$ cat config.mk
export PLATFORM = sky130hd
export DESIGN_NAME = lowest_loss_subband_allocator
export DESIGN_NICKNAME = d
export VERILOG_FILES = /design/src/rtl/llsa_pkg.sv /design/src/rtl/llsa_ctrl.sv /design/src/rtl/llsa_dpath.sv /design/src/rtl/lowest_loss_subband_allocator.sv
export SDC_FILE = /design/constraint.sdc
export NUM_CORES = 1
export LEC_CHECK = 0
export BUFFER_PORTS_ARGS = -buffer_cell sky130_fd_sc_hd__buf_4
export CORE_UTILIZATION = 40
export CTS_BUF_LIST = sky130_fd_sc_hd__clkbuf_4 sky130_fd_sc_hd__clkbuf_8 sky130_fd_sc_hd__clkbuf_16
export CTS_CLUSTER_SIZE = 40
export DETAILED_ROUTE_END_ITERATION = 16
export GPL_ROUTABILITY_DRIVEN = 0
export SLEW_MARGIN = 20
export SYNTH_ARGS = -nofsm -noshare
export SYNTH_HDL_FRONTEND = slang
export SYNTH_SLANG_ARGS = --single-unit
$ cat constraint.sdc
create_clock -name clock -period 13.1 [get_ports clock]
set_input_delay 1.31 -clock clock [delete_from_list [all_inputs] [get_ports clock]]
set_output_delay 1.31 -clock clock [all_outputs]
set_load 0.02 [all_outputs]
$ cat src/rtl/llsa_pkg.sv
// Shared types, codes and helpers of the lowest-loss sub-band allocator.
`default_nettype none

package llsa_pkg;

   // Geometry and field widths.
   localparam int MAX_BANDS_DEFAULT = 16;
   localparam int RESULT_LIMIT      = 16;
   localparam int THRESHOLD_W       = 11;
   localparam int BANDS_IN_USE_W    = 5;
   localparam int CSR_DATA_W        = 11;
   localparam int CSR_INDEX_W       = 1;

   // Register indexes of the configuration port.
   localparam logic [CSR_INDEX_W-1:0] CSR_LOSS_THRESHOLD = 1'b0;
   localparam logic [CSR_INDEX_W-1:0] CSR_BANDS_IN_USE   = 1'b1;

   // Register reset values.
   localparam logic [THRESHOLD_W-1:0]    LOSS_THRESHOLD_RESET = 11'd160;
   localparam logic [BANDS_IN_USE_W-1:0] BANDS_IN_USE_RESET   = 5'd10;

   // Request types.
   localparam logic [1:0] REQ_SET_LOSS = 2'd0;
   localparam logic [1:0] REQ_ALLOCATE = 2'd1;
   localparam logic [1:0] REQ_RELEASE  = 2'd2;

   // Result status codes.
   localparam logic [1:0] STATUS_OK      = 2'd0;
   localparam logic [1:0] STATUS_NO_BAND = 2'd1;
   localparam logic [1:0] STATUS_INVALID = 2'd2;

   typedef struct packed {
      logic [1:0]  req_type;
      logic [15:0] user_id;
      logic [3:0]  band_select;
      logic [11:0] loss_value;
      logic [4:0]  bands_wanted;
   } req_item_type;

   typedef struct packed {
      logic [3:0] granted_band;
      logic [4:0] done_count;
      logic [4:0] busy_count;
      logic [1:0] status;
      logic       last;
   } rsp_item_type;

   typedef enum logic [2:0] {
      ST_IDLE,
      ST_SURVEY,
      ST_DECIDE,
      ST_SEARCH,
      ST_GRANT
   } ctrl_state_type;

   // Commands from the controller to the datapath.
   typedef struct packed {
      logic load;
      logic survey;
      logic emit_single;
      logic search_start;
      logic search;
      logic grant;
   } ctrl_cmd_type;

   // Status from the datapath to the controller.
   typedef struct packed {
      logic scan_last;
      logic need_grants;
      logic grants_last;
   } dpath_status_type;

   // Saturate a count to the 5-bit result fields.
   function automatic logic [4:0] sat5(input logic [31:0] value);
      logic [4:0] result;
      result = (value > 32'd31) ? 5'd31 : value[4:0];
      return result;
   endfunction

endpackage

`default_nettype wire

$ cat src/rtl/llsa_ctrl.sv
// Controller state machine of the sub-band allocator.
`default_nettype none

module llsa_ctrl (
   input  wire logic                       clock,
   input  wire logic                       reset,
   input  wire logic                       start,
   output logic                            busy,
   input  wire llsa_pkg::dpath_status_type stat,
   output llsa_pkg::ctrl_cmd_type          cmd
);

   llsa_pkg::ctrl_state_type state_ff;
   llsa_pkg::ctrl_state_type state_in;

   // Next state.
   always_comb begin
      state_in = state_ff;
      unique case (state_ff)
         llsa_pkg::ST_IDLE: begin
            if (start) state_in = llsa_pkg::ST_SURVEY;
         end
         llsa_pkg::ST_SURVEY: begin
            if (stat.scan_last) state_in = llsa_pkg::ST_DECIDE;
         end
         llsa_pkg::ST_DECIDE: begin
            state_in = stat.need_grants ? llsa_pkg::ST_SEARCH : llsa_pkg::ST_IDLE;
         end
         llsa_pkg::ST_SEARCH: begin
            if (stat.scan_last) state_in = llsa_pkg::ST_GRANT;
         end
         llsa_pkg::ST_GRANT: begin
            state_in = stat.grants_last ? llsa_pkg::ST_IDLE : llsa_pkg::ST_SEARCH;
         end
         default: begin
            state_in = llsa_pkg::ST_IDLE;
         end
      endcase
   end

   // Commands for the datapath.
   always_comb begin
      cmd              = '0;
      cmd.load         = (state_ff == llsa_pkg::ST_IDLE) && start;
      cmd.survey       = (state_ff == llsa_pkg::ST_SURVEY);
      cmd.emit_single  = (state_ff == llsa_pkg::ST_DECIDE) && !stat.need_grants;
      cmd.search_start = (state_ff == llsa_pkg::ST_DECIDE) && stat.need_grants;
      cmd.search       = (state_ff == llsa_pkg::ST_SEARCH);
      cmd.grant        = (state_ff == llsa_pkg::ST_GRANT);
   end

   assign busy = (state_ff != llsa_pkg::ST_IDLE);

   always_ff @(posedge clock) begin
      if (reset) begin
         state_ff <= llsa_pkg::ST_IDLE;
      end else begin
         state_ff <= state_in;
      end
   end

endmodule

`default_nettype wire

$ cat src/rtl/llsa_dpath.sv
// Datapath of the sub-band allocator: band table, scan unit, counters and result register.
`default_nettype none

module llsa_dpath #(
   parameter int MAX_BANDS = llsa_pkg::MAX_BANDS_DEFAULT
) (
   input  wire logic                                clock,
   input  wire logic                                reset,
   input  wire logic                                csr_write_enable,
   input  wire logic [llsa_pkg::CSR_INDEX_W-1:0]    csr_index,
   input  wire logic [llsa_pkg::CSR_DATA_W-1:0]     csr_write_data,
   input  wire llsa_pkg::req_item_type              req_data,
   input  wire llsa_pkg::ctrl_cmd_type              cmd,
   output llsa_pkg::dpath_status_type               stat,
   output logic                                     rsp_strobe,
   output llsa_pkg::rsp_item_type                   rsp_data
);

   localparam int IW = $clog2(MAX_BANDS);
   localparam int CW = $clog2(MAX_BANDS + 1);

   // Configuration registers.
   logic [llsa_pkg::THRESHOLD_W-1:0]    thr_ff, thr_in;
   logic [llsa_pkg::BANDS_IN_USE_W-1:0] biu_ff, biu_in;

   // Band table.
   logic [11:0] loss_ff  [MAX_BANDS];
   logic [11:0] loss_in  [MAX_BANDS];
   logic [15:0] owner_ff [MAX_BANDS];
   logic [15:0] owner_in [MAX_BANDS];

   // Request and scan state.
   llsa_pkg::req_item_type req_ff, req_in;
   logic [CW-1:0] idx_ff, idx_in;
   logic [CW-1:0] busy_ff, busy_in;
   logic [CW-1:0] elig_ff, elig_in;
   logic [CW-1:0] freed_ff, freed_in;
   logic          found_ff, found_in;
   logic [11:0]   best_loss_ff, best_loss_in;
   logic [IW-1:0] best_idx_ff, best_idx_in;
   logic [4:0]    grants_ff, grants_in;
   logic [4:0]    granted_ff, granted_in;

   // Result register.
   llsa_pkg::rsp_item_type rsp_ff, rsp_in;
   logic                   rsp_strobe_ff, rsp_strobe_in;

   // Derived values.
   logic [CW-1:0] act_n;
   logic [IW-1:0] cur_idx;
   logic [IW-1:0] sel_idx;
   logic          in_range;
   logic [15:0]   cur_owner;
   logic [11:0]   cur_loss;
   logic          cur_free_ok;
   logic          rel_valid;
   logic          cur_match;
   logic          user_ok;
   logic          sel_ok;
   logic [4:0]    grants_calc;
   logic [31:0]   grants_wide;
   logic [1:0]    single_status;
   logic [4:0]    single_done;

   // Active band count is the smaller of the register and the table depth.
   always_comb begin
      if (32'(biu_ff) < 32'(MAX_BANDS)) begin
         act_n = CW'(biu_ff);
      end else begin
         act_n = CW'(MAX_BANDS);
      end
   end

   // Entry under the scan pointer.
   assign cur_idx     = idx_ff[IW-1:0];
   assign in_range    = (idx_ff < act_n);
   assign cur_owner   = owner_ff[cur_idx];
   assign cur_loss    = loss_ff[cur_idx];
   assign cur_free_ok = (cur_owner == 16'd0) && (cur_loss <= {1'b0, thr_ff});
   assign rel_valid   = (req_ff.req_type == llsa_pkg::REQ_RELEASE) && user_ok;
   assign cur_match   = rel_valid && (cur_owner == req_ff.user_id);

   // Request checks.
   assign user_ok = (req_ff.user_id != 16'd0);
   assign sel_ok  = (32'(req_ff.band_select) < 32'(act_n));
   assign sel_idx = IW'(req_ff.band_select);

   // Grants are bounded by the wish, the eligible bands and the result limit.
   always_comb begin
      grants_wide = 32'(req_ff.bands_wanted);
      if (grants_wide > 32'(elig_ff)) grants_wide = 32'(elig_ff);
      if (grants_wide > 32'(llsa_pkg::RESULT_LIMIT)) begin
         grants_wide = 32'(llsa_pkg::RESULT_LIMIT);
      end
      grants_calc = grants_wide[4:0];
   end

   // Outcome of a request that gives one result.
   always_comb begin
      single_done = 5'd0;
      unique case (req_ff.req_type)
         llsa_pkg::REQ_SET_LOSS: begin
            single_status = sel_ok ? llsa_pkg::STATUS_OK : llsa_pkg::STATUS_INVALID;
         end
         llsa_pkg::REQ_ALLOCATE: begin
            if (!user_ok) begin
               single_status = llsa_pkg::STATUS_INVALID;
            end else if (elig_ff == '0) begin
               single_status = llsa_pkg::STATUS_NO_BAND;
            end else begin
               single_status = llsa_pkg::STATUS_OK;
            end
         end
         llsa_pkg::REQ_RELEASE: begin
            single_status = user_ok ? llsa_pkg::STATUS_OK : llsa_pkg::STATUS_INVALID;
            if (user_ok) single_done = llsa_pkg::sat5(32'(freed_ff));
         end
         default: begin
            single_status = llsa_pkg::STATUS_INVALID;
         end
      endcase
   end

   // Status for the controller.
   always_comb begin
      stat.scan_last   = ({1'b0, idx_ff} + 1'b1) >= {1'b0, act_n};
      stat.need_grants = (req_ff.req_type == llsa_pkg::REQ_ALLOCATE) && user_ok
                         && (elig_ff != '0) && (grants_calc != 5'd0);
      stat.grants_last = ((granted_ff + 5'd1) == grants_ff);
   end

   // Next values of all registers.
   always_comb begin
      thr_in        = thr_ff;
      biu_in        = biu_ff;
      loss_in       = loss_ff;
      owner_in      = owner_ff;
      req_in        = req_ff;
      idx_in        = idx_ff;
      busy_in       = busy_ff;
      elig_in       = elig_ff;
      freed_in      = freed_ff;
      found_in      = found_ff;
      best_loss_in  = best_loss_ff;
      best_idx_in   = best_idx_ff;
      grants_in     = grants_ff;
      granted_in    = granted_ff;
      rsp_in        = rsp_ff;
      rsp_strobe_in = 1'b0;

      // Configuration writes.
      if (csr_write_enable && (csr_index == llsa_pkg::CSR_LOSS_THRESHOLD)) begin
         thr_in = csr_write_data[llsa_pkg::THRESHOLD_W-1:0];
      end
      if (csr_write_enable && (csr_index == llsa_pkg::CSR_BANDS_IN_USE)) begin
         biu_in = csr_write_data[llsa_pkg::BANDS_IN_USE_W-1:0];
      end

      // Capture a new request and clear the survey counters.
      if (cmd.load) begin
         req_in   = req_data;
         idx_in   = '0;
         busy_in  = '0;
         elig_in  = '0;
         freed_in = '0;
      end

      // Survey pass: count busy and eligible bands, free a released user's bands.
      if (cmd.survey) begin
         if (in_range) begin
            if (cur_match) begin
               owner_in[cur_idx] = 16'd0;
               freed_in          = freed_ff + 1'b1;
            end
            if ((cur_owner != 16'd0) && !cur_match) busy_in = busy_ff + 1'b1;
            if (cur_free_ok) elig_in = elig_ff + 1'b1;
         end
         idx_in = idx_ff + 1'b1;
      end

      // Single result; a valid set-loss writes its band here.
      if (cmd.emit_single) begin
         if ((req_ff.req_type == llsa_pkg::REQ_SET_LOSS) && sel_ok) begin
            loss_in[sel_idx] = req_ff.loss_value;
         end
         rsp_in.granted_band = 4'd0;
         rsp_in.done_count   = single_done;
         rsp_in.busy_count   = llsa_pkg::sat5(32'(busy_ff));
         rsp_in.status       = single_status;
         rsp_in.last         = 1'b1;
         rsp_strobe_in       = 1'b1;
      end

      // Set up the grant loop.
      if (cmd.search_start) begin
         idx_in     = '0;
         found_in   = 1'b0;
         grants_in  = grants_calc;
         granted_in = 5'd0;
      end

      // Minimum search: strict compare keeps the lower index on ties.
      if (cmd.search) begin
         if (in_range && cur_free_ok && (!found_ff || (cur_loss < best_loss_ff))) begin
            best_idx_in  = cur_idx;
            best_loss_in = cur_loss;
            found_in     = 1'b1;
         end
         idx_in = idx_ff + 1'b1;
      end

      // Grant the band found and report it.
      if (cmd.grant) begin
         owner_in[best_idx_ff] = req_ff.user_id;
         busy_in               = busy_ff + 1'b1;
         granted_in            = granted_ff + 5'd1;
         rsp_in.granted_band   = 4'(best_idx_ff);
         rsp_in.done_count     = granted_ff + 5'd1;
         rsp_in.busy_count     = llsa_pkg::sat5(32'(busy_ff) + 32'd1);
         rsp_in.status         = llsa_pkg::STATUS_OK;
         rsp_in.last           = stat.grants_last;
         rsp_strobe_in         = 1'b1;
         idx_in                = '0;
         found_in              = 1'b0;
      end
   end

   // Registers.
   always_ff @(posedge clock) begin
      if (reset) begin
         thr_ff        <= llsa_pkg::LOSS_THRESHOLD_RESET;
         biu_ff        <= llsa_pkg::BANDS_IN_USE_RESET;
         for (int i = 0; i < MAX_BANDS; i++) begin
            loss_ff[i]  <= 12'd0;
            owner_ff[i] <= 16'd0;
         end
         rsp_strobe_ff <= 1'b0;
         found_ff      <= 1'b0;
         idx_ff        <= '0;
         busy_ff       <= '0;
         elig_ff       <= '0;
         freed_ff      <= '0;
         grants_ff     <= 5'd0;
         granted_ff    <= 5'd0;
      end else begin
         thr_ff        <= thr_in;
         biu_ff        <= biu_in;
         loss_ff       <= loss_in;
         owner_ff      <= owner_in;
         rsp_strobe_ff <= rsp_strobe_in;
         found_ff      <= found_in;
         idx_ff        <= idx_in;
         busy_ff       <= busy_in;
         elig_ff       <= elig_in;
         freed_ff      <= freed_in;
         grants_ff     <= grants_in;
         granted_ff    <= granted_in;
      end
      req_ff       <= req_in;
      best_loss_ff <= best_loss_in;
      best_idx_ff  <= best_idx_in;
      rsp_ff       <= rsp_in;
   end

   assign rsp_strobe = rsp_strobe_ff;
   assign rsp_data   = rsp_ff;

`ifndef NO_ASSERTIONS
   // A grant always follows a search that found an eligible band.
   a_grant_found: assert property (@(posedge clock) disable iff (reset)
      cmd.grant |-> found_ff)
      else $error("grant issued without a found band");

   // The band being granted is still free.
   a_grant_free: assert property (@(posedge clock) disable iff (reset)
      cmd.grant |-> (owner_ff[best_idx_ff] == 16'd0))
      else $error("grant of a band that is already owned");

   // Each grant reports the running count of this request.
   a_grant_count: assert property (@(posedge clock) disable iff (reset)
      cmd.grant |=> (rsp_strobe_ff && (rsp_ff.done_count == granted_ff)))
      else $error("grant result count mismatch");

   // The grant loop never starts with nothing to grant.
   a_loop_nonzero: assert property (@(posedge clock) disable iff (reset)
      cmd.search_start |=> (grants_ff != 5'd0) && (granted_ff == 5'd0))
      else $error("grant loop started with zero grants");
`endif

endmodule

`default_nettype wire

$ cat src/rtl/lowest_loss_subband_allocator.sv
// Top level of the lowest-loss sub-band allocator.
//
// A request is taken when start is high and busy is low, and busy stays high until the
// request is finished. The band table is walked one entry per cycle. A set-loss, release or
// rejected request takes one survey pass that counts; an allocate granting g bands then
// takes one minimum-search pass per grant. Every result appears for exactly one cycle with
// rsp_strobe high, in the cycle after it is formed; the receiver must take it then, as the
// block cannot hold results back. Results of one request arrive in grant order with last set
// on the final one. Configuration writes land at once and belong in idle periods.
`default_nettype none

module lowest_loss_subband_allocator #(
   parameter int MAX_BANDS = llsa_pkg::MAX_BANDS_DEFAULT
) (
   input  wire logic                             clock,
   input  wire logic                             reset,
   input  wire logic                             start,
   output logic                                  busy,
   input  wire llsa_pkg::req_item_type           req_data,
   output logic                                  rsp_strobe,
   output llsa_pkg::rsp_item_type                rsp_data,
   input  wire logic                             csr_write_enable,
   input  wire logic [llsa_pkg::CSR_INDEX_W-1:0] csr_index,
   input  wire logic [llsa_pkg::CSR_DATA_W-1:0]  csr_write_data
);

   llsa_pkg::ctrl_cmd_type     cmd;
   llsa_pkg::dpath_status_type stat;

   // Sequencer.
   llsa_ctrl u_ctrl (
      .clock (clock),
      .reset (reset),
      .start (start),
      .busy  (busy),
      .stat  (stat),
      .cmd   (cmd)
   );

   // Table, scan unit and result register.
   llsa_dpath #(
      .MAX_BANDS (MAX_BANDS)
   ) u_dpath (
      .clock            (clock),
      .reset            (reset),
      .csr_write_enable (csr_write_enable),
      .csr_index        (csr_index),
      .csr_write_data   (csr_write_data),
      .req_data         (req_data),
      .cmd              (cmd),
      .stat             (stat),
      .rsp_strobe       (rsp_strobe),
      .rsp_data         (rsp_data)
   );

endmodule

`default_nettype wire
==> key figures, run 1 <==
STA
  • Crit path time final: ~6 ns
  • Setup slack after layout: 7.090 ns
  • Final period utilization: 45.88%
  • Final Max Slew Viols: 0
  • Fmax: 166.4 MHz
  • Least-Margin Pin Slew: roughly 1.2 ns
  • Max_slew headroom: about a fifth
  • Hold Slack: 0.4490 ns
  • Final hold vios: 0
  • Clock skew: 0.06046 ns
  • Setup violations, final: 0
  • Unrepaired setup endpoints after global routing: false
  • Setup_tns: 0 ns

CTS
  • Clock Sinks: between 500 and 600
  • Cells resized by post-CTS repair: 0
  • H-tree depth: 2
  • Clk root buf: clkbuf_16
  • Clock buffer depth: 3
  • Hold_buf cts: 0
  • Worst-path clk slew: 0.07 ns
  • TritonCTS Buffers: 60
  • Clk Latency, worst-skew pair: between 0.6 and 0.7 ns
  • # Post-CTS Setup Buffers: 0
  • TritonCTS clock tree: built

Floorplanning
  • IO Pins: 74
  • Row cnt: just over 90
  • Initial Util: 40.55%
  • Die extent in x: 252.3 µm
  • Die Ht: 252.3 µm
  • Die area: 0.06368 mm²
  • Core ar.: roughly 0.062 mm²

Power
  • Part of the power in registers: between 40 and 50%
  • Power Dens Cells: 134.5 mW/mm²
  • Switching fraction of total power: 24.58%
  • Design Power: 3.807 mW
  • Share of total power in combinational logic: 6.4%
  • Internal power component: about 2.9 mW
  • Clock group share of total power: 45.1%
  • Worst vdd ir: between 0.1 and 0.15 mV
  • Sw Pwr: 935.8 µW
  • Lkg Pwr: 10.97 nW

Worst setup path
  • Crit path required time: 13.43 ns
  • R2R depth: 12
  • Crit-path max FO: 47
  • Critical path class: register to register
  • CP endpoint kind: register
  • Max stage delay on crit path: 0.77 ns
  • Top cell family by delay on the critical path: buffers and inverters
  • R2r setup slk: between 7 and 8 ns
  • Cells along the critical path: buf_4 > buf_4 > mux4_2 > mux4_2 > ha_1 > a21o_1 > a2111oi_0 > nor2b_1 > a221oi_1 > or3_1 > nor4_2 > buf_4
  • Startpoint Class: register
  • Critical path's slowest cell: dfxtp_4
  • Buf/Inv on CP: 3
  • Critical Path AT: 6.34 ns
  • Capturing point of the worst reg2reg path: u_dpath.best_loss_ff[4]
  • Crit Reg-Reg Startpoint: u_dpath.idx_ff[1]
  • Most frequent CP cell: buf_4

Finish
  • Util after Layout: 45.79%
  • Layout area overhead: 12.92%
  • Cell area after layout: 0.02831 mm²
  • N_diodes: 0
  • Nets: 2375
  • Fin cells: 3158
  • Share of cells above drive strength 1: 17.10%

Synth
  • Synth area leaders: dfxtp_1 (40%), mux4_2 (9.3%), a22o_1 (9.2%)
  • Syn_area_per_cell: around 11 µm²
  • Post-synthesis instance total: approximately 2300
  • Commonest cells in the netlist: dfxtp_1 (501), a22o_1 (263), mux2i_1 (208)
  • EDFF count, synth: 70
  • Main synth FF type: dfxtp_1
  • Synth area leader: dfxtp_1
  • Mapped Area: 0.02507 mm²
  • Register area share after synthesis: 48.39%
  • Syn Nets: 2396
  • Yosys cell types: 64
  • Yosys reg bits: 571
  • Most common cell in the netlist: dfxtp_1
  • Yosys synthesis warning count: 0
  • Ys async rst share: 0%
  • Synth top area share: between 40 and 50%

Global routing
  • Initial antenna violation count: 1
  • Vias in the first global route: 18480
  • GRT Overall Usage: 22.37%
  • First-pass GRT wire length: 110500 µm
  • Global route overflow: 0
  • Largest net degree at the start of global routing: 106

Routing
  • Final ANT Viol Nets: 0
  • WL final: 71400 µm
  • Routed len/inst: 22.61 µm
  • DRC Markers: 0
  • 1st-iter DRT viols: approximately 1500
  • Vias per inst: 5.828
  • 1st-pass router iterations: 7
  • Via count of the routed design: roughly 18000

Flow run
  • Max Cap Viol: 0

Place
  • Worst slack at placement: 7.118 ns
  • DP Area: 0.02626 mm²
  • Final HPWL DP: approximately 46000 µm
  • Port bufs: 73
  • Placed cell count: 3046

Hold path
  • Hold EP: u_dpath.loss_ff[154]
  • Hold path cells: 2
  • Min-delay worst type: register to register
  • Hold Startpoint: u_dpath.loss_ff[154]

Status
  • Status: finished clean
-- registers in the layout, indices dropped and copies added, names as in the netlist, 11 cells and up --
name	flops
u_dpath.thr_ff	11
u_dpath.best_loss_ff	12
u_dpath.req_ff	35
u_dpath.rsp_data	17
u_dpath.owner_ff	256
u_dpath.loss_ff	192
-- cell usage in the layout, fill, tap and decap left out, types with 5 or more instances in the layout --
cell type,netlist,routed
a211o_1,7,7
nand2b_1,13,13
edfxtp_1,70,70
o21a_1,9,9
clkinv_2,0,10
nand3_1,31,30
xnor2_1,10,10
clkbuf_16,0,62
or3_1,7,7
mux2i_1,208,208
or2_2,16,16
nor4_1,12,9
ha_1,49,49
nor2_2,0,5
a21o_1,12,12
xor2_1,13,13
inv_1,46,46
nand4_1,15,15
mux4_2,104,104
a31oi_4,9,10
mux2_2,6,6
a22o_1,263,263
a21oi_1,123,123
and2_1,12,12
o21ai_0,37,37
clkbuf_8,0,12
a22oi_1,22,22
clkbuf_4,0,22
buf_4,2,109
nand3b_1,5,5
a31oi_1,10,8
nor2b_2,0,8
nor2_1,186,181
a211oi_1,5,5
nor3_2,1,5
and3_1,16,16
nand2_1,178,178
nor3_1,21,14
nor2b_1,36,28
dfxtp_1,501,497
-- layout make-up --
cell class	count	area (µm²)
Multi-Input combinational cell	1479	12050
Tap cell	837	1047
Sequential cell	571	12140
Timing Repair Buffer	111	843.3
Inverter	48	180.2
Fill cell	5576	33520
Clock inverter	17	170.2
Clock buffer	95	1868
-- power groups by stage --
stage	clock [mW]	combinational (mW)	sequential (mW)
CTS	1.75	0.244	1.85
global placement	0	0.239	1.88
global route	1.82	0.264	1.85
finish	1.72	0.244	1.85
floorplan	0	0.176	1.85
detailed placement	0	0.243	1.88
-- layer usage --
| metal | track usage (%) | up-vias | wire length, µm |
|---|---|---|---|
| li1 | - | 8401 | - |
| met1 | 30.64 | 9213 | 31830 |
| met2 | 35.63 | 642 | 32700 |
| met3 | 3.831 | 149 | 4680 |
| met4 | 7.671 | 0 | 2190 |
| met5 | 0 | - | 0 |
-- worst min-delay path, stage by stage, from the launching register on --
cell	delay, ns
dfxtp_1	0.31
nand2_1	0.05
a21oi_1	0.05
-- cell families after synthesis --
| logic type | after synthesis | synth area share, % |
|---|---|---|
| and+or+nand+nor | 562 | 10.29 |
| DFF | 571 | 48.39 |
| AOI/OAI and AO/OA | 527 | 16.10 |
| adders and majority gates | 49 | 2.446 |
| muxes | 318 | 17.92 |
| buffers and inverters | 242 | 4.048 |
| xor gates and xnor gates | 23 | 0.8035 |
-- worst max-delay path by stage --
stage                            from                       to  cells past startpoint  slack, ns
global placement    u_dpath.idx_ff[1]  u_dpath.best_loss_ff[0]                     12       7.17
floorplan           u_dpath.idx_ff[0]   u_dpath.best_idx_ff[0]                     13       6.56
global route        u_dpath.idx_ff[1]  u_dpath.best_loss_ff[0]                     12       6.82
CTS                 u_dpath.idx_ff[1]  u_dpath.best_loss_ff[4]                     12       7.07
finish              u_dpath.idx_ff[1]  u_dpath.best_loss_ff[4]                     12       7.09
detailed placement  u_dpath.idx_ff[1]  u_dpath.best_loss_ff[0]                     12       7.12
(Power assumes the default switching activity.)
==> inputs of run 2 (changes only) <==
Clock period 13.1 ns to 5.31 ns, I/O delays scaled along.
==> key figures, run 2 (same netlist as run 1, synthesis figures left out) <==
Status
  • Status: finished clean

Place
  • Port bufs: 73
  • Placed cell count: between 3000 and 4000
  • Final HPWL DP: 46870 µm

Global routing
  • Largest net degree at the start of global routing: about 110
  • Initial antenna violation count: 0
  • First-pass GRT wire length: between 100000 and 150000 µm
  • Vias in the first global route: ~19000
  • Global route overflow: 0
  • GRT Overall Usage: ~22%

Worst setup path
  • Critical path's slowest cell: dfxtp_4
  • Capturing point of the worst reg2reg path: u_dpath.owner_ff[170]
  • Crit path required time: 5.80 ns
  • R2r setup slk: around 0.52 ns
  • Most frequent CP cell: buf_4
  • Cells along the critical path: buf_4 > and2_1 > a22oi_1 > and3_1 > o41ai_1 > o2111ai_1 > or3_1 > nor3_4 > buf_4 > a31oi_4 > a22o_1
  • Crit-path max FO: 32
  • CP endpoint kind: register
  • CP Launch Point: u_dpath.idx_ff[0]
  • Critical path class: register to register
  • Crit Reg-Reg Startpoint: u_dpath.idx_ff[0]
  • Max stage delay on crit path: 0.79 ns
  • Startpoint Class: register
  • Critical Path AT: 5.29 ns
  • R2R depth: 11
  • CP Capture Point: u_dpath.owner_ff[170]

Floorplanning
  • Die extent in x: 252.3 µm
  • Initial Util: between 40% and 50%
  • Core ar.: about 0.062 mm²
  • Row cnt: 91
  • IO Pins: 74
  • Die Ht: 252.3 µm
  • Die area: 0.06368 mm²

Finish
  • Fill count: roughly 5600
  • Fin cells: 3196
  • Nets: 2419
  • Most frequent cells in the layout: dfxtp_1 (497), a22o_1 (263), mux2i_1 (208), nor2_1 (185), nand2_1 (177)
  • Commonest non-fill, non-tap cell in the layout: dfxtp_1
  • FF/Latch Area: 0.01214 mm²
  • N_diodes: 0
  • Share of cells above drive strength 1: 17.89%
  • Biggest register: u_dpath.owner_ff
  • Max FFs per register: 256
  • Biggest registers after layout: u_dpath.owner_ff (256), u_dpath.loss_ff (192), u_dpath.req_ff (35)
  • Multi-input logic area: 0.01202 mm²
  • Layout area overhead: 14.31%

CTS
  • Clk Latency, worst-skew pair: 0.64 ns
  • Worst-path clk slew: approximately 0.070 ns
  • Hold_buf cts: 0
  • # Post-CTS Setup Buffers: 0
  • TritonCTS Buffers: 60
  • Cells resized by post-CTS repair: 0
  • TritonCTS clock tree: built
  • Clock Sinks: 571
  • Clock buffer depth: 3
  • Clk root buf: clkbuf_16
  • H-tree depth: 2

Power
  • Power Dens Cells: 331.4 mW/mm²
  • Lkg Pwr: 11.19 nW
  • Worst vdd ir: 0.2585 mV

Routing
  • Top Metal Used: met4
  • 1st-iter DRT viols: around 1900
  • Met2 wire len: 33170 µm
  • Final ANT Viol Nets: 0
  • Vias per inst: 5.826
  • DRC Markers: 0
  • M1 wire length: 32360 µm
  • 1st-pass router iterations: 6
  • WL final: 71690 µm
  • Via count of the routed design: about 19000
  • Met3 WL: 4559 µm
  • Routed len/inst: 22.43 µm

STA
  • Least-Margin Pin Slew: roughly 1.1 ns
  • Final Max Slew Viols: 0
  • Crit path time final: 4.795 ns
  • Final period utilization: 90.30%
  • Setup violations, final: 0
  • Fmax: around 210 MHz
  • Final hold vios: 0
  • Clock skew: between 0.04 and 0.05 ns
  • Max_slew headroom: between 20% and 30%
  • Unrepaired setup endpoints after global routing: false
  • Setup_tns: 0 ns

Hold path
  • Min-delay worst type: input port to register

Flow run
  • Max Cap Viol: 0
==> run 2: changes by cell type in the layout (fill, tap and decap cells not counted), sizes merged <==
cell / change
clkinv: -8
inv: +1
bufinv: +3
clkbuf: -4
clkinvlp: +2
buf: +44
==> run 2: cell type report <==
cell class	instances	share of cell area, %
flip-flops and latches	571	42.38
multi-input cells	1479	41.95
clock buffers	91	6.436
repair buffers	155	4.227
well taps	837	3.655
clock inverters	15	0.7292
inverters	48	0.6287
==> run 2: critical path: cells and delay by family, from the launching register on <==
family / cells / cell delay [ns]
AO/OA/AOI/OAI: 5 / 1.32
buffers and inverters: 2 / 0.80
AND/OR/NAND/NOR: 4 / 1.70
flip-flops: 1 / 0.79
==> run 2: metrics by stage <==
| step | cell area, µm² | setup WS [ns] | power (mW) | utilization (%) | hold WS (ns) |
|---|---|---|---|---|---|
| after floorplan | 25090 | 0.02841 | 5.007 | - | 0.4287 |
| after CTS | 28640 | 0.4355 | 9.569 | 46.32 | 0.02957 |
| final | 28660 | 0.5153 | 9.498 | 46.35 | 0.06323 |
| after detailed placement | 26590 | 0.5226 | 5.263 | 43.00 | 0.4449 |
| after global routing | 28660 | 0.2136 | 9.807 | 46.35 | 0.04412 |
| after global placement | 26580 | 0.5469 | 5.252 | 43.00 | 0.4349 |
==> run 2: worst min-delay path by stage <==
| stage | endpoint | depth (start not counted) | start |
|---|---|---|---|
| 2_1_floorplan | u_dpath.loss_ff[156] | 2 | u_dpath.loss_ff[156] |
| 3_3_place_gp | u_dpath.loss_ff[174] | 2 | u_dpath.loss_ff[174] |
| 3_5_place_dp | u_dpath.loss_ff[159] | 2 | u_dpath.loss_ff[159] |
| 4_1_cts | u_dpath.req_ff[9] | 1 | req_data[9] |
| 5_1_grt | u_dpath.req_ff[12] | 1 | req_data[12] |
| 6_report | u_dpath.req_ff[9] | 1 | req_data[9] |
==> run 2: routing by layer <==
layer,up-vias,global-route usage [%]
met2,678,35.93
met5,-,0
li1,8496,-
met3,118,3.048
met1,9329,31.51
met4,0,6.632
==> run 2: power breakdown <==
part | switching [mW] | internal, mW | total [mW]
clock network | 1.78 | 2.55 | 4.32
logic | 0.395 | 0.234 | 0.629
registers | 0.114 | 4.43 | 4.55
total | 2.29 | 7.21 | 9.50
==> inputs of run 3 (changes only) <==
Settings changed: ABC_AREA set to 1.
==> key figures, run 3 <==
Status
  • Status: finished clean

STA
  • Setup_tns: 0 ns
  • Fmax: 227.6 MHz
  • Final Max Slew Viols: 0
  • Final period utilization: between 80 and 90%
  • Crit path time final: roughly 4.4 ns
  • Max_slew headroom: 25.81%
  • Least-Margin Pin Slew: 1.109 ns
  • Final hold vios: 0
  • Setup violations, final: 0
  • Hold Slack: about 0.064 ns
  • Unrepaired setup endpoints after global routing: false
  • Clock skew: 0.02852 ns

Finish
  • N_diodes: 0
  • Cell area after layout: between 0.03 and 0.04 mm²
  • Layout area overhead: 10.70%
  • Nets: 4292
  • Max FFs per register: 256
  • Most frequent cells in the layout: nand2_1 (1246), a21oi_1 (545), dfxtp_1 (499), nor2_1 (464), inv_1 (394)
  • Fill count: 7454
  • Biggest register: u_dpath.owner_ff
  • Biggest registers after layout: u_dpath.owner_ff (256), u_dpath.loss_ff (192), u_dpath.req_ff (35)
  • Share of cells above drive strength 1: 7.175%
  • Commonest non-fill, non-tap cell in the layout: nand2_1

Routing
  • 1st-pass router iterations: 6
  • Final ANT Viol Nets: 0
  • Vias per inst: 5.310
  • Via count of the routed design: between 20000 and 30000
  • DRC Markers: 0
  • 1st-iter DRT viols: 2670
  • WL final: 95490 µm
  • Routed len/inst: ~18 µm

Power
  • Worst vdd ir: about 0.3 mV
  • Lkg Pwr: about 12 nW
  • Power Dens Cells: ~380 mW/mm²
  • Design Power: approximately 12 mW

CTS
  • Clk root buf: clkbuf_16
  • Clock buffer depth: 3
  • Hold_buf cts: 0
  • TritonCTS clock tree: built
  • Cells resized by post-CTS repair: 0
  • H-tree depth: 2
  • # Post-CTS Setup Buffers: 0
  • Clk Latency, worst-skew pair: 0.65 ns
  • Worst-path clk slew: 0.06 ns
  • Clock Sinks: ~570
  • TritonCTS Buffers: 60

Synth
  • Register area share after synthesis: 41.79%
  • EDFF count, synth: 70
  • Synth area leaders: dfxtp_1 (35%), nand2_1 (16%), a21oi_1 (9.4%)
  • Yosys reg bits: ~570
  • Syn Nets: approximately 4400
  • Compound-gate portion of the synthesized area: 14.90%
  • Synth area leader: dfxtp_1
  • Most common cell in the netlist: nand2_1
  • Post-Synth Simple-Gate Area: 30.34%
  • Mapped Area: 0.02903 mm²
  • Largest family of logic cells by synthesized area: simple AND/OR/NAND/NOR gates
  • Syn_area_per_cell: 6.717 µm²
  • Post-synthesis instance total: 4322
  • Yosys cell types: between 40 and 50
  • Ys async rst share: 0%
  • Xor-xnor portion of the synthesized cell area: 0.5430%
  • Commonest cells in the netlist: nand2_1 (1246), a21oi_1 (545), dfxtp_1 (501)
  • Post-synthesis adder-cell area fraction: between 2 and 2.5%
  • Mux share of post-synthesis cell area: 0%
  • Yosys synthesis warning count: 0
  • Main synth FF type: dfxtp_1
  • Synth top area share: 34.55%

Worst setup path
  • Startpoint Class: register
  • Crit path required time: 5.79 ns
  • CP Launch Point: u_dpath.idx_ff[0]
  • R2R depth: 17
  • Capturing point of the worst reg2reg path: u_dpath.owner_ff[2]
  • Critical path class: register to register
  • R2r setup slk: 0.92 ns
  • CP endpoint kind: register
  • Crit-path max FO: 102
  • Critical Path AT: between 4 and 5 ns
  • Crit Reg-Reg Startpoint: u_dpath.idx_ff[0]

Flow run
  • Max Cap Viol: 0

Floorplanning
  • IO Pins: 74
  • Die Ht: between 200 and 300 µm
  • Core ar.: 0.07161 mm²
  • Die area: between 0.07 and 0.08 mm²
  • Initial Util: approximately two fifths
  • Die extent in x: about 270 µm
  • Row cnt: 98

Place
  • Final HPWL DP: 58160 µm
  • Port bufs: 73
  • DP Area: 0.03007 mm²

Global routing
  • First-pass GRT wire length: between 100000 and 150000 µm
  • Global route overflow: 0
  • Largest net degree at the start of global routing: ~180
  • Initial antenna violation count: 0
  • GRT Overall Usage: 25.30%
  • Vias in the first global route: between 20000 and 30000

Hold path
  • Min-delay worst type: input port to register
  • Hold path cells: 1
  • Hold Startpoint: req_data[19]
  • Hold EP: u_dpath.sel_idx[2]
==> run 3: cell types whose count changed in the layout (fill, tap and decap cells not counted), sizes merged, moves of 36 or more <==
cell   before   now
a22o      263     0
a21oi     123   545
mux2i     208     0
nand2     178  1246
nand4      15   227
nand3      31   119
inv        50   401
mux4      104     0
o21ai      38   237
nor2b      36     0
nor2      186   491
==> run 3: worst max-delay path: stages (launching register included) <==
cell and delay, ns:
dfxtp_4 0.52, inv_6 0.68, buf_12 0.34, nand2_1 0.08, nand3_1 0.07, nand2_1 0.08
nand2_1 0.06, nand2_1 0.14, nor2_1 0.23, nor2_1 0.06, nor2_1 0.15, nand2_1 0.07
nor2_1 0.12, nand3_2 0.13, nor2_8 0.43, nand2_1 0.56, o21ai_0 0.34, a21oi_1 0.09
==> run 3: worst max-delay path by stage <==
stage | cells past startpoint | slack [ns] | endpoint
floorplan | 22 | 1.40 | u_dpath.best_idx_ff[0]
global placement | 17 | 1.04 | u_dpath.owner_ff[1]
detailed placement | 17 | 1.02 | u_dpath.owner_ff[0]
CTS | 17 | 1.03 | u_dpath.owner_ff[0]
global route | 17 | 0.53 | u_dpath.owner_ff[15]
finish | 17 | 0.92 | u_dpath.owner_ff[2]
==> run 3: report_power, final <==
part           internal [mW]  total (mW)  switching, mW
logic                  0.824        2.96           2.13
clock network           2.60        4.46           1.85
registers               4.53        4.79          0.267
==> run 3: cell type report <==
| type | count | area, µm² | share of cell area, % |
|---|---|---|---|
| multi-input combinational | 3004 | 14010 | 43.61 |
| clock inverter | 29 | 301.5 | 0.9382 |
| inverter | 401 | 1510 | 4.699 |
| sequential | 571 | 12140 | 37.77 |
| timing repair buffer | 150 | 1221 | 3.800 |
| tap | 950 | 1189 | 3.698 |
| clock buffer | 82 | 1764 | 5.489 |
==> run 3: cell families after synthesis <==
family,after synthesis
simple gates,2096
compound gates,841
buf+inv,747
flops,571
fa+ha+maj,49
xor+xnor,18
==> run 3: through the flow <==
| step | instances | util (%) | worst slack (ns) |
|---|---|---|---|
| 2_1_floorplan | 4322 | - | 1.399 |
| 3_3_place_gp | 5076 | 41.97 | 1.038 |
| 3_5_place_dp | 5076 | 41.99 | 1.024 |
| 4_1_cts | 5187 | 44.88 | 1.033 |
| 5_1_grt | 5187 | 44.88 | 0.5256 |
| 6_report | 5187 | 44.88 | 0.9165 |
==> run 3: routing by layer <==
layer  vias up  track usage [%]  wire (µm)
met5         -                0          0
met4         0            10.48       3783
met3       198            3.397       5584
met2       855            42.41      45420
met1     12810            32.62      40710
li1      13690                -          -
